File: src/rhbp_pkg.sv
// Shared types, byte codes and header-name and value tables for the header block parser.
package rhbp_pkg;

    localparam int LENGTH_BITS_DEF = 32;

    localparam logic [7:0] CH_CR    = 8'h0D;
    localparam logic [7:0] CH_LF    = 8'h0A;
    localparam logic [7:0] CH_COLON = 8'h3A;
    localparam logic [7:0] CH_SPACE = 8'h20;
    localparam logic [7:0] CH_PLUS  = 8'h2B;
    localparam logic [7:0] CH_MINUS = 8'h2D;
    localparam logic [7:0] CH_ZERO  = 8'h30;
    localparam logic [7:0] CH_NINE  = 8'h39;
    localparam logic [7:0] CH_TAB   = 8'h09;
    localparam logic [7:0] CH_VCR   = 8'h0D;

    localparam logic [3:0] NAME_LEN_CHARS = 4'd14;
    localparam logic [3:0] NAME_TYP_CHARS = 4'd12;
    localparam logic [3:0] NAME_POS_MAX   = 4'd15;
    localparam logic [2:0] VAL_A_CHARS    = 3'd5;
    localparam logic [2:0] VAL_B_CHARS    = 3'd4;
    localparam logic [2:0] VAL_POS_MAX    = 3'd7;

    typedef enum logic [2:0] {
        ERR_NONE   = 3'd0,
        ERR_PARSE  = 3'd1,
        ERR_HEADER = 3'd2,
        ERR_TYPE   = 3'd3,
        ERR_LENGTH = 3'd4
    } t_err;

    typedef enum logic [2:0] {
        LP_NAME  = 3'b001,
        LP_SKIP  = 3'b010,
        LP_VALUE = 3'b100
    } t_line_phase;

    typedef enum logic [3:0] {
        NP_LEAD   = 4'b0001,
        NP_SIGN   = 4'b0010,
        NP_DIGITS = 4'b0100,
        NP_STOP   = 4'b1000
    } t_num_phase;

    typedef struct packed {
        t_num_phase phase;
        logic       negative;
        logic       overflow;
    } t_num_flags;

    localparam t_num_flags NUM_FLAGS_CLR = '{phase: NP_LEAD, negative: 1'b0, overflow: 1'b0};

    function automatic logic [7:0] f_len_char(input logic [3:0] pos);
        logic [7:0] c;
        case (pos)
            4'd0:    c = "C";
            4'd1:    c = "o";
            4'd2:    c = "n";
            4'd3:    c = "t";
            4'd4:    c = "e";
            4'd5:    c = "n";
            4'd6:    c = "t";
            4'd7:    c = "-";
            4'd8:    c = "L";
            4'd9:    c = "e";
            4'd10:   c = "n";
            4'd11:   c = "g";
            4'd12:   c = "t";
            4'd13:   c = "h";
            default: c = 8'h00;
        endcase
        return c;
    endfunction

    function automatic logic [7:0] f_typ_char(input logic [3:0] pos);
        logic [7:0] c;
        case (pos)
            4'd0:    c = "C";
            4'd1:    c = "o";
            4'd2:    c = "n";
            4'd3:    c = "t";
            4'd4:    c = "e";
            4'd5:    c = "n";
            4'd6:    c = "t";
            4'd7:    c = "-";
            4'd8:    c = "T";
            4'd9:    c = "y";
            4'd10:   c = "p";
            4'd11:   c = "e";
            default: c = 8'h00;
        endcase
        return c;
    endfunction

    function automatic logic [7:0] f_val_a_char(input logic [2:0] pos);
        logic [7:0] c;
        case (pos)
            3'd0:    c = "u";
            3'd1:    c = "t";
            3'd2:    c = "f";
            3'd3:    c = "-";
            3'd4:    c = "8";
            default: c = 8'h00;
        endcase
        return c;
    endfunction

    function automatic logic [7:0] f_val_b_char(input logic [2:0] pos);
        logic [7:0] c;
        case (pos)
            3'd0:    c = "u";
            3'd1:    c = "t";
            3'd2:    c = "f";
            3'd3:    c = "8";
            default: c = 8'h00;
        endcase
        return c;
    endfunction

    // bit0 Content-Length, bit1 Content-Type
    function automatic logic [1:0] f_name_hit(input logic [3:0] pos, input logic [7:0] b);
        logic [1:0] h;
        h[0] = (pos < NAME_LEN_CHARS) && (b == f_len_char(pos));
        h[1] = (pos < NAME_TYP_CHARS) && (b == f_typ_char(pos));
        return h;
    endfunction

    // bit0 "utf-8", bit1 "utf8"
    function automatic logic [1:0] f_val_hit(input logic [2:0] pos, input logic [7:0] b);
        logic [1:0] h;
        h[0] = (pos < VAL_A_CHARS) && (b == f_val_a_char(pos));
        h[1] = (pos < VAL_B_CHARS) && (b == f_val_b_char(pos));
        return h;
    endfunction

endpackage

File: src/rhbp_number.sv
// Decimal length parser step: one value byte, range check and signed result.
module rhbp_number
    import rhbp_pkg::*;
#(
    parameter int LENGTH_BITS = LENGTH_BITS_DEF
) (
    input  logic [7:0]             i_byte,
    input  t_num_flags             i_flags,
    input  logic [LENGTH_BITS-1:0] i_acc,
    output t_num_flags             o_flags,
    output logic [LENGTH_BITS-1:0] o_acc,
    output logic                   o_bad,
    output logic [LENGTH_BITS-1:0] o_value
);

    localparam int PW = LENGTH_BITS + 4;

    logic          w_digit;
    logic          w_space;
    logic          w_take;
    logic [PW-1:0] w_ext;
    logic [PW-1:0] w_prod;
    logic [PW-1:0] w_lim_ext;
    logic [LENGTH_BITS-1:0] w_lim;

    assign w_digit   = (i_byte >= CH_ZERO) && (i_byte <= CH_NINE);
    assign w_space   = (i_byte == CH_SPACE) || ((i_byte >= CH_TAB) && (i_byte <= CH_VCR));
    assign w_ext     = PW'(i_acc);
    assign w_prod    = (w_ext << 3) + (w_ext << 1) + PW'(i_byte - CH_ZERO);
    assign w_lim_ext = PW'(1) << (LENGTH_BITS - 1);
    assign w_lim     = LENGTH_BITS'(1) << (LENGTH_BITS - 1);

    always_comb begin
        o_flags = i_flags;
        o_acc   = i_acc;
        w_take  = 1'b0;
        case (i_flags.phase)
            NP_LEAD: begin
                if (w_space) begin
                    w_take = 1'b0;
                end else if ((i_byte == CH_PLUS) || (i_byte == CH_MINUS)) begin
                    o_flags.negative = (i_byte == CH_MINUS);
                    o_flags.phase    = NP_SIGN;
                end else if (!w_digit) begin
                    o_flags.overflow = 1'b1;
                    o_flags.phase    = NP_STOP;
                end else begin
                    o_flags.phase = NP_DIGITS;
                    w_take        = 1'b1;
                end
            end
            NP_SIGN: begin
                if (!w_digit) begin
                    o_flags.overflow = 1'b1;
                    o_flags.phase    = NP_STOP;
                end else begin
                    o_flags.phase = NP_DIGITS;
                    w_take        = 1'b1;
                end
            end
            NP_DIGITS: begin
                if (!w_digit) begin
                    o_flags.phase = NP_STOP;
                end else begin
                    w_take = 1'b1;
                end
            end
            default: begin
                w_take = 1'b0;
            end
        endcase
        if (w_take && !i_flags.overflow) begin
            if (w_prod > w_lim_ext) begin
                o_flags.overflow = 1'b1;
            end else begin
                o_acc = w_prod[LENGTH_BITS-1:0];
            end
        end
    end

    assign o_bad = i_flags.overflow
                || (i_flags.phase == NP_LEAD) || (i_flags.phase == NP_SIGN)
                || (i_flags.negative ? (i_acc > w_lim) : (i_acc > (w_lim - 1'b1)));
    assign o_value = i_flags.negative ? (LENGTH_BITS'(0) - i_acc) : i_acc;

endmodule

File: src/rpc_header_block_parser_core.sv
// Top level of the header block parser: line framing, name/value match, result register.
//
//  channel | valid       | ready       | payload
//  --------+-------------+-------------+----------------------------------------------
//  in      | i_in_valid  | o_in_ready  | i_in_byte, i_stream_end
//  out     | o_out_valid | i_out_ready | o_content_length, o_type_given, o_error_code
//
// One word per cycle; each word updates the parser state in the cycle it is accepted.
// A result appears in the output register in the cycle after the LF of the empty line
// or after a stream-end word, and the input keeps flowing while it drains.
// Input stalls only while an untaken result sits in the output register.
// Synchronous active-low reset clears the parser state and the output valid.
module rpc_header_block_parser_core
    import rhbp_pkg::*;
#(
    parameter int LENGTH_BITS = LENGTH_BITS_DEF
) (
    input  logic               i_clk,
    input  logic               i_rst_n,
    input  logic               i_in_valid,
    output logic               o_in_ready,
    input  logic [7:0]         i_in_byte,
    input  logic               i_stream_end,
    output logic               o_out_valid,
    input  logic               i_out_ready,
    output logic signed [31:0] o_content_length,
    output logic               o_type_given,
    output logic [2:0]         o_error_code
);

    logic                          r_after_cr,   n_after_cr;
    t_line_phase                   r_line_phase, n_line_phase;
    logic                          r_line_empty, n_line_empty;
    logic [3:0]                    r_name_pos,   n_name_pos;
    logic [1:0]                    r_name_flags, n_name_flags;
    t_num_flags                    r_num_flags,  n_num_flags;
    logic [LENGTH_BITS-1:0]        r_num_acc,    n_num_acc;
    logic [2:0]                    r_val_pos,    n_val_pos;
    logic [1:0]                    r_val_flags,  n_val_flags;
    t_err                          r_first_err,  n_first_err;
    logic signed [LENGTH_BITS-1:0] r_len_held,   n_len_held;
    logic                          r_type_held,  n_type_held;
    logic                          r_out_valid,  n_out_valid;
    logic signed [31:0]            r_out_len,    n_out_len;
    logic                          r_out_type,   n_out_type;
    t_err                          r_out_err,    n_out_err;

    logic                   w_fire;
    logic                   w_emit;
    t_num_flags             w_num_flags;
    logic [LENGTH_BITS-1:0] w_num_acc;
    logic                   w_num_bad;
    logic [LENGTH_BITS-1:0] w_num_value;

    assign o_in_ready = !r_out_valid || i_out_ready;
    assign w_fire     = i_in_valid && o_in_ready;

    rhbp_number #(
        .LENGTH_BITS(LENGTH_BITS)
    ) u_number (
        .i_byte  (i_in_byte),
        .i_flags (r_num_flags),
        .i_acc   (r_num_acc),
        .o_flags (w_num_flags),
        .o_acc   (w_num_acc),
        .o_bad   (w_num_bad),
        .o_value (w_num_value)
    );

    always_comb begin
        n_after_cr   = r_after_cr;
        n_line_phase = r_line_phase;
        n_line_empty = r_line_empty;
        n_name_pos   = r_name_pos;
        n_name_flags = r_name_flags;
        n_num_flags  = r_num_flags;
        n_num_acc    = r_num_acc;
        n_val_pos    = r_val_pos;
        n_val_flags  = r_val_flags;
        n_first_err  = r_first_err;
        n_len_held   = r_len_held;
        n_type_held  = r_type_held;
        w_emit       = 1'b0;
        n_out_len    = r_out_len;
        n_out_type   = r_out_type;
        n_out_err    = r_out_err;

        if (w_fire) begin
            if (i_stream_end) begin
                w_emit       = 1'b1;
                n_out_len    = '0;
                n_out_type   = 1'b0;
                n_out_err    = ERR_PARSE;
                n_first_err  = ERR_NONE;
                n_len_held   = '0;
                n_type_held  = 1'b0;
                n_after_cr   = 1'b0;
                n_line_phase = LP_NAME;
                n_line_empty = 1'b1;
                n_name_pos   = '0;
                n_name_flags = 2'b11;
                n_num_flags  = NUM_FLAGS_CLR;
                n_num_acc    = '0;
                n_val_pos    = '0;
                n_val_flags  = 2'b11;
            end else if (r_after_cr) begin
                if (i_in_byte == CH_LF) begin
                    if (r_line_empty) begin
                        w_emit      = 1'b1;
                        n_out_len   = 32'(r_len_held);
                        n_out_type  = r_type_held;
                        n_out_err   = r_first_err;
                        n_first_err = ERR_NONE;
                        n_len_held  = '0;
                        n_type_held = 1'b0;
                    end else if (r_first_err == ERR_NONE) begin
                        if (r_line_phase != LP_VALUE) begin
                            n_first_err = ERR_PARSE;
                        end else if (r_name_flags[0] && (r_name_pos == NAME_LEN_CHARS)) begin
                            if (w_num_bad) begin
                                n_first_err = ERR_LENGTH;
                            end else begin
                                n_len_held = w_num_value;
                            end
                        end else if (r_name_flags[1] && (r_name_pos == NAME_TYP_CHARS)) begin
                            if ((r_val_flags[0] && (r_val_pos == VAL_A_CHARS))
                                    || (r_val_flags[1] && (r_val_pos == VAL_B_CHARS))) begin
                                n_type_held = 1'b1;
                            end else begin
                                n_first_err = ERR_TYPE;
                            end
                        end else begin
                            n_first_err = ERR_HEADER;
                        end
                    end
                    n_after_cr   = 1'b0;
                    n_line_phase = LP_NAME;
                    n_line_empty = 1'b1;
                    n_name_pos   = '0;
                    n_name_flags = 2'b11;
                    n_num_flags  = NUM_FLAGS_CLR;
                    n_num_acc    = '0;
                    n_val_pos    = '0;
                    n_val_flags  = 2'b11;
                end
            end else if (i_in_byte == CH_CR) begin
                n_after_cr = 1'b1;
            end else begin
                n_line_empty = 1'b0;
                case (r_line_phase)
                    LP_NAME: begin
                        if (i_in_byte == CH_COLON) begin
                            n_line_phase = LP_SKIP;
                        end else begin
                            n_name_flags = r_name_flags & f_name_hit(r_name_pos, i_in_byte);
                            if (r_name_pos < NAME_POS_MAX) begin
                                n_name_pos = r_name_pos + 4'd1;
                            end
                        end
                    end
                    LP_SKIP: begin
                        if (i_in_byte == CH_SPACE) begin
                            n_line_phase = LP_VALUE;
                        end
                    end
                    LP_VALUE: begin
                        n_val_flags = r_val_flags & f_val_hit(r_val_pos, i_in_byte);
                        if (r_val_pos < VAL_POS_MAX) begin
                            n_val_pos = r_val_pos + 3'd1;
                        end
                        n_num_flags = w_num_flags;
                        n_num_acc   = w_num_acc;
                    end
                    default: begin
                        n_line_phase = LP_NAME;
                    end
                endcase
            end
        end

        if (w_emit) begin
            n_out_valid = 1'b1;
        end else if (i_out_ready) begin
            n_out_valid = 1'b0;
        end else begin
            n_out_valid = r_out_valid;
        end
    end

    always_ff @(posedge i_clk) begin
        if (!i_rst_n) begin
            r_after_cr   <= 1'b0;
            r_line_phase <= LP_NAME;
            r_line_empty <= 1'b1;
            r_name_pos   <= '0;
            r_name_flags <= 2'b11;
            r_num_flags  <= NUM_FLAGS_CLR;
            r_num_acc    <= '0;
            r_val_pos    <= '0;
            r_val_flags  <= 2'b11;
            r_first_err  <= ERR_NONE;
            r_len_held   <= '0;
            r_type_held  <= 1'b0;
            r_out_valid  <= 1'b0;
        end else begin
            r_after_cr   <= n_after_cr;
            r_line_phase <= n_line_phase;
            r_line_empty <= n_line_empty;
            r_name_pos   <= n_name_pos;
            r_name_flags <= n_name_flags;
            r_num_flags  <= n_num_flags;
            r_num_acc    <= n_num_acc;
            r_val_pos    <= n_val_pos;
            r_val_flags  <= n_val_flags;
            r_first_err  <= n_first_err;
            r_len_held   <= n_len_held;
            r_type_held  <= n_type_held;
            r_out_valid  <= n_out_valid;
        end
    end

    always_ff @(posedge i_clk) begin
        r_out_len  <= n_out_len;
        r_out_type <= n_out_type;
        r_out_err  <= n_out_err;
    end

    assign o_out_valid      = r_out_valid;
    assign o_content_length = r_out_len;
    assign o_type_given     = r_out_type;
    assign o_error_code     = r_out_err;

endmodule

File: config.mk
export PLATFORM = sky130hd
export DESIGN_NAME = rpc_header_block_parser_core
export DESIGN_NICKNAME = d
export VERILOG_FILES = /design/src/rhbp_pkg.sv /design/src/rhbp_number.sv /design/src/rpc_header_block_parser_core.sv
export SDC_FILE = /design/constraint.sdc
export NUM_CORES = 1
export LEC_CHECK = 0
export BUFFER_PORTS_ARGS = -buffer_cell sky130_fd_sc_hd__buf_2
export CORE_MARGIN = 2
export CORE_UTILIZATION = 39
export DETAILED_ROUTE_END_ITERATION = 7
export PLACE_DENSITY_LB_ADDON = 0.12
export SLEW_MARGIN = 5
export SYNTH_ARGS = -nofsm -noshare
export SYNTH_HDL_FRONTEND = slang
export SYNTH_SLANG_ARGS = --single-unit
File: constraint.sdc
create_clock -name i_clk -period 22.4 [get_ports i_clk]
set_clock_uncertainty 0.1 [all_clocks]
set_input_delay 4.48 -clock i_clk [delete_from_list [all_inputs] [get_ports i_clk]]
set_output_delay 4.48 -clock i_clk [all_outputs]
set_load 0.05 [all_outputs]
==> summary.md <==
The flow ran to the end, and the final reports show no timing, DRC or antenna violations. The remaining antenna violation count is 0. The count of input and output buffers was 50; the width of the die was 165.9 um. The number of flip-flops and latches in the synthesized netlist was 140; the final-layout fill cell count was 2546.

After global routing the overflow that remains totals 0. For the via count of the first global-routing pass, the log shows 8132. IR analysis of the VDD net gives a maximum drop of 0.00004984 V.

Area of the core: 0.02591 mm2. The wire-length estimate of the detail-placed layout is 20150 um. Yosys instantiated no cell more often than nand2_1. Across the run, the number of max-cap violations was 0.

The path class of the tightest hold or removal check is reg2reg. The clock network burns 46.4% of the power. For hold timing, the worst endpoint is r_name_flags[1]. The number of hold violations in the final report was 0. The biggest area contributor in the post-synthesis netlist is dfxtp_1. The number of sinks driven by the clock tree was 140; the fraction of power spent switching nets was 27.21%.

For this configuration, the core starts out at a cell density of 39.44%. In the final layout, the share of cells above drive strength 1 is 10.68%. In this run the core area contains 59 standard-cell rows.

The element type at the critical path end was a flop. The critical path required time is 22.61 ns, and the share of the clock period used by the worst path is 43.13%. The worst setup path startpoint is i_in_byte[4]. Cell internal power was estimated by the tool at 0.4746 mW. Worst min-delay path startpoint: r_name_flags[1].

The startpoint kind of the worst setup timing path is an input port. The power density over the cells was 58.04 mW/mm2; the cell area after placement was 0.01062 mm2. The detailed router placed 8432 vias in this run. Compared with the post-synthesis result, the final layout area differs by 9.929%. The transition time at the pin with the least slew margin is 1.062 ns, and the number of enable flip-flop cells after synthesis is 36.

The TritonCTS buffer count is 17. Ranked by instance count, the synthesized netlist is headed by nand2_1, dfxtp_1, a21oi_1, o21ai_0, nand3_1. The data arrival time at the worst-slack endpoint was 9.87 ns.

TritonCTS built the clock tree. The number of antenna violations at the first check in global routing came out at 0. The number of levels in the clock H-tree was 4. The run gives 0.01123 mm2 as the final cell area excluding filler cells. Yosys printed 0 warnings. Registers are responsible for 41.4% of the overall power. In this run the tightest slew margin relative to its limit is 28.79%. The max-slew violation count came out at 0. In this run the cell area of the synthesized design comes to 0.01022 mm2. At the later pin of the worst-skew pair, clock insertion delay measures 0.43 ns. The fmax is 103.5 MHz. Setup violations remaining at the end of the flow were counted as 0.

Setup repair after global routing left no endpoint under its margin. For the final routed database, the setup TNS stands at 0 ns. Across all register-to-register paths, the minimum setup slack is 17.32 ns.

51 I/O pins were placed. The net count reported at finish is 1283, and the critical-path maximum fanout is 32. Area fraction of the dominant cell type after synthesis: 20.37%. The reg-to-reg startpoint was r_num_acc[4]. For this block, the initial DRC count from the detailed router was 748. The depth of the worst register-to-register path came out at 12. First-pass detailed-route iteration total: 5. The tools report the CTS root buffer as clkbuf_16. The cell count after synthesis came out at 1179.

A synthesized cell averages 8.668 um2. The number of antenna diodes in the final layout is 0. The logs give 0.8959 for the routability-driven placement congestion ratio and 88 for the number of distinct standard cells referenced by the synthesized netlist. Summed over all layers, the routed wires come to 26660 um. For the total net switching power, the log shows 0.1774 mW.

Sorting the synthesized cells by area gives the leading types as dfxtp_1, edfxtp_1, ha_1. The net count after synthesis was 1276; the maximum clock insertion buffer count was 2. Critical path start-end classification: in2reg. The area enclosed by the die boundary came out at 0.02752 mm2. The tools report the worst reg2reg path endpoint as r_num_acc[28]. The first global-routing pass estimated 44210 um of wire.

Buffers inserted to repair hold after CTS numbered 0. Combinational cells account for 12.2% of the total power. Across every metal layer, demand over resource in global routing totals 19.64%. The cell leakage power was 4.599 nW. The share of async-settable or async-resettable flops after synthesis came out at 0%. Maximum number of pins on one net before global-route repair: 59. The sequential cell area fraction in the yosys report was 30.95%.

In this run the vertical extent of the chip is 165.9 um. For this run, design rule violations remaining after detail routing come to 0. Routed length per placed instance: 17.38 um. After clock tree synthesis, the setup repair step added 0 buffers. The clock period could shrink to 9.661 ns.

In the routed layout, each cell is associated on average with a via count of 5.497. Counting tap cells, the placed design contains a total of 1502 instances. For this run, the number of standard cells in the final layout without fillers is 1534. The prevailing post-synth register cell was dfxtp_1. The number of stages on the worst hold path was 2. After clock tree synthesis, the repair step resized 0 gates.

Clock-pin slew was measured on the worst setup and hold paths at 0.06 ns.
-- cells by family after synthesis --
kind of cell               count (synthesis)  share of synthesized area [%]
xor gates and xnor gates                  70                          5.999
AOI/OAI and AO/OA                        297                          19.59
adders and majority gates                 84                          12.56
muxes                                     38                          3.734
and+or+nand+nor                          452                          22.78
buffers and inverters                     98                          4.383
DFF                                      140                          30.95
-- state kept, by name, summed over array words and instances, names as in the netlist, 2 cells and up, named ones only --
register,cells
o_content_length,32
r_len_held,32
r_num_acc,32
r_num_flags,6
r_name_pos,4
o_error_code,3
r_first_err,3
r_line_phase,3
r_val_pos,3
r_name_flags,2
r_val_flags,2
-- cell type report --
type                       instances  area (um2)  area share (%)
multi-input combinational        941        6621           58.94
sequential                       140        3163           28.15
tap                              335       419.2           3.731
clock inverter                    12       161.4           1.437
timing repair buffer              57       302.8           2.695
clock buffer                      20       457.9           4.076
inverter                          29       108.9          0.9689
-- critical path, stage by stage --
cell and delay, ns:
buf_2 0.17, ha_1 0.31, nor3_2 0.16, buf_4 0.42, fa_1 0.50, ha_1 0.40, a21oi_1 0.36, a21boi_0 0.18
a211oi_2 0.40, a21o_1 0.20, a21oi_1 0.11, a311oi_1 0.32, xor2_1 0.19, nand4_1 0.16, nand3b_2 0.93, a31o_2 0.56
-- metrics by stage --
step	util (%)	hold WS (ns)	power (mW)	setup WS, ns
after floorplan	-	0.3222	0.3362	11.80
after global placement	40.97	0.3381	0.3553	12.42
after detailed placement	40.97	0.3423	0.3548	12.30
after CTS	43.36	0.3528	0.6579	12.73
after global routing	43.36	0.3613	0.6775	12.35
final	43.36	0.3488	0.6520	12.74
-- power groups by stage --
stage | Combinational (mW) | Sequential (mW) | Clock (mW)
finish | 0.0796 | 0.270 | 0.302
global route | 0.0878 | 0.271 | 0.319
CTS | 0.0795 | 0.270 | 0.308
detailed placement | 0.0791 | 0.276 | 0
global placement | 0.0794 | 0.276 | 0
floorplan | 0.0536 | 0.283 | 0
-- placed cells by master (no fill, tap or decap), types with 5 or more instances in the layout --
cell type / n
buf_4: 7
o41ai_1: 7
o211ai_1: 10
nand3_1: 58
and3_1: 7
o21a_1: 13
a211oi_1: 14
nor2_1: 54
nor3_1: 26
a21o_1: 11
nor4_1: 12
or2_2: 9
dfxtp_1: 104
inv_1: 27
buf_2: 50
xor2_1: 48
a22oi_1: 6
nand2b_1: 20
ha_1: 53
o21ai_1: 5
nand2_1: 144
edfxtp_1: 36
a21oi_1: 67
and2_1: 8
o21ai_0: 64
fa_1: 31
or3b_2: 5
a21boi_0: 7
clkbuf_16: 18
xnor2_1: 22
or3_1: 13
mux2i_1: 37
nor2b_1: 45
o31ai_1: 38
nand4_1: 20
-- how the worst max path moves through the flow --
| stage | cells past startpoint | slack [ns] | endpoint |
|---|---|---|---|
| after CTS | 16 | 12.73 | r_num_acc[28] |
| after detailed placement | 16 | 12.30 | r_num_acc[28] |
| final | 16 | 12.74 | r_num_acc[28] |
| after global placement | 16 | 12.42 | r_num_acc[28] |
| after global routing | 16 | 12.35 | r_num_acc[28] |
| after floorplan | 16 | 11.80 | r_num_acc[0] |
-- metal layers --
layer / global-route usage, % / part of all wire, %
met1: 30.19 / 53
met2: 29.12 / 42
met3: 2.669 / 4.1
met4: 4.348 / 0.86
met5: 0 / 0
Power figures use the tool's default switching activity.
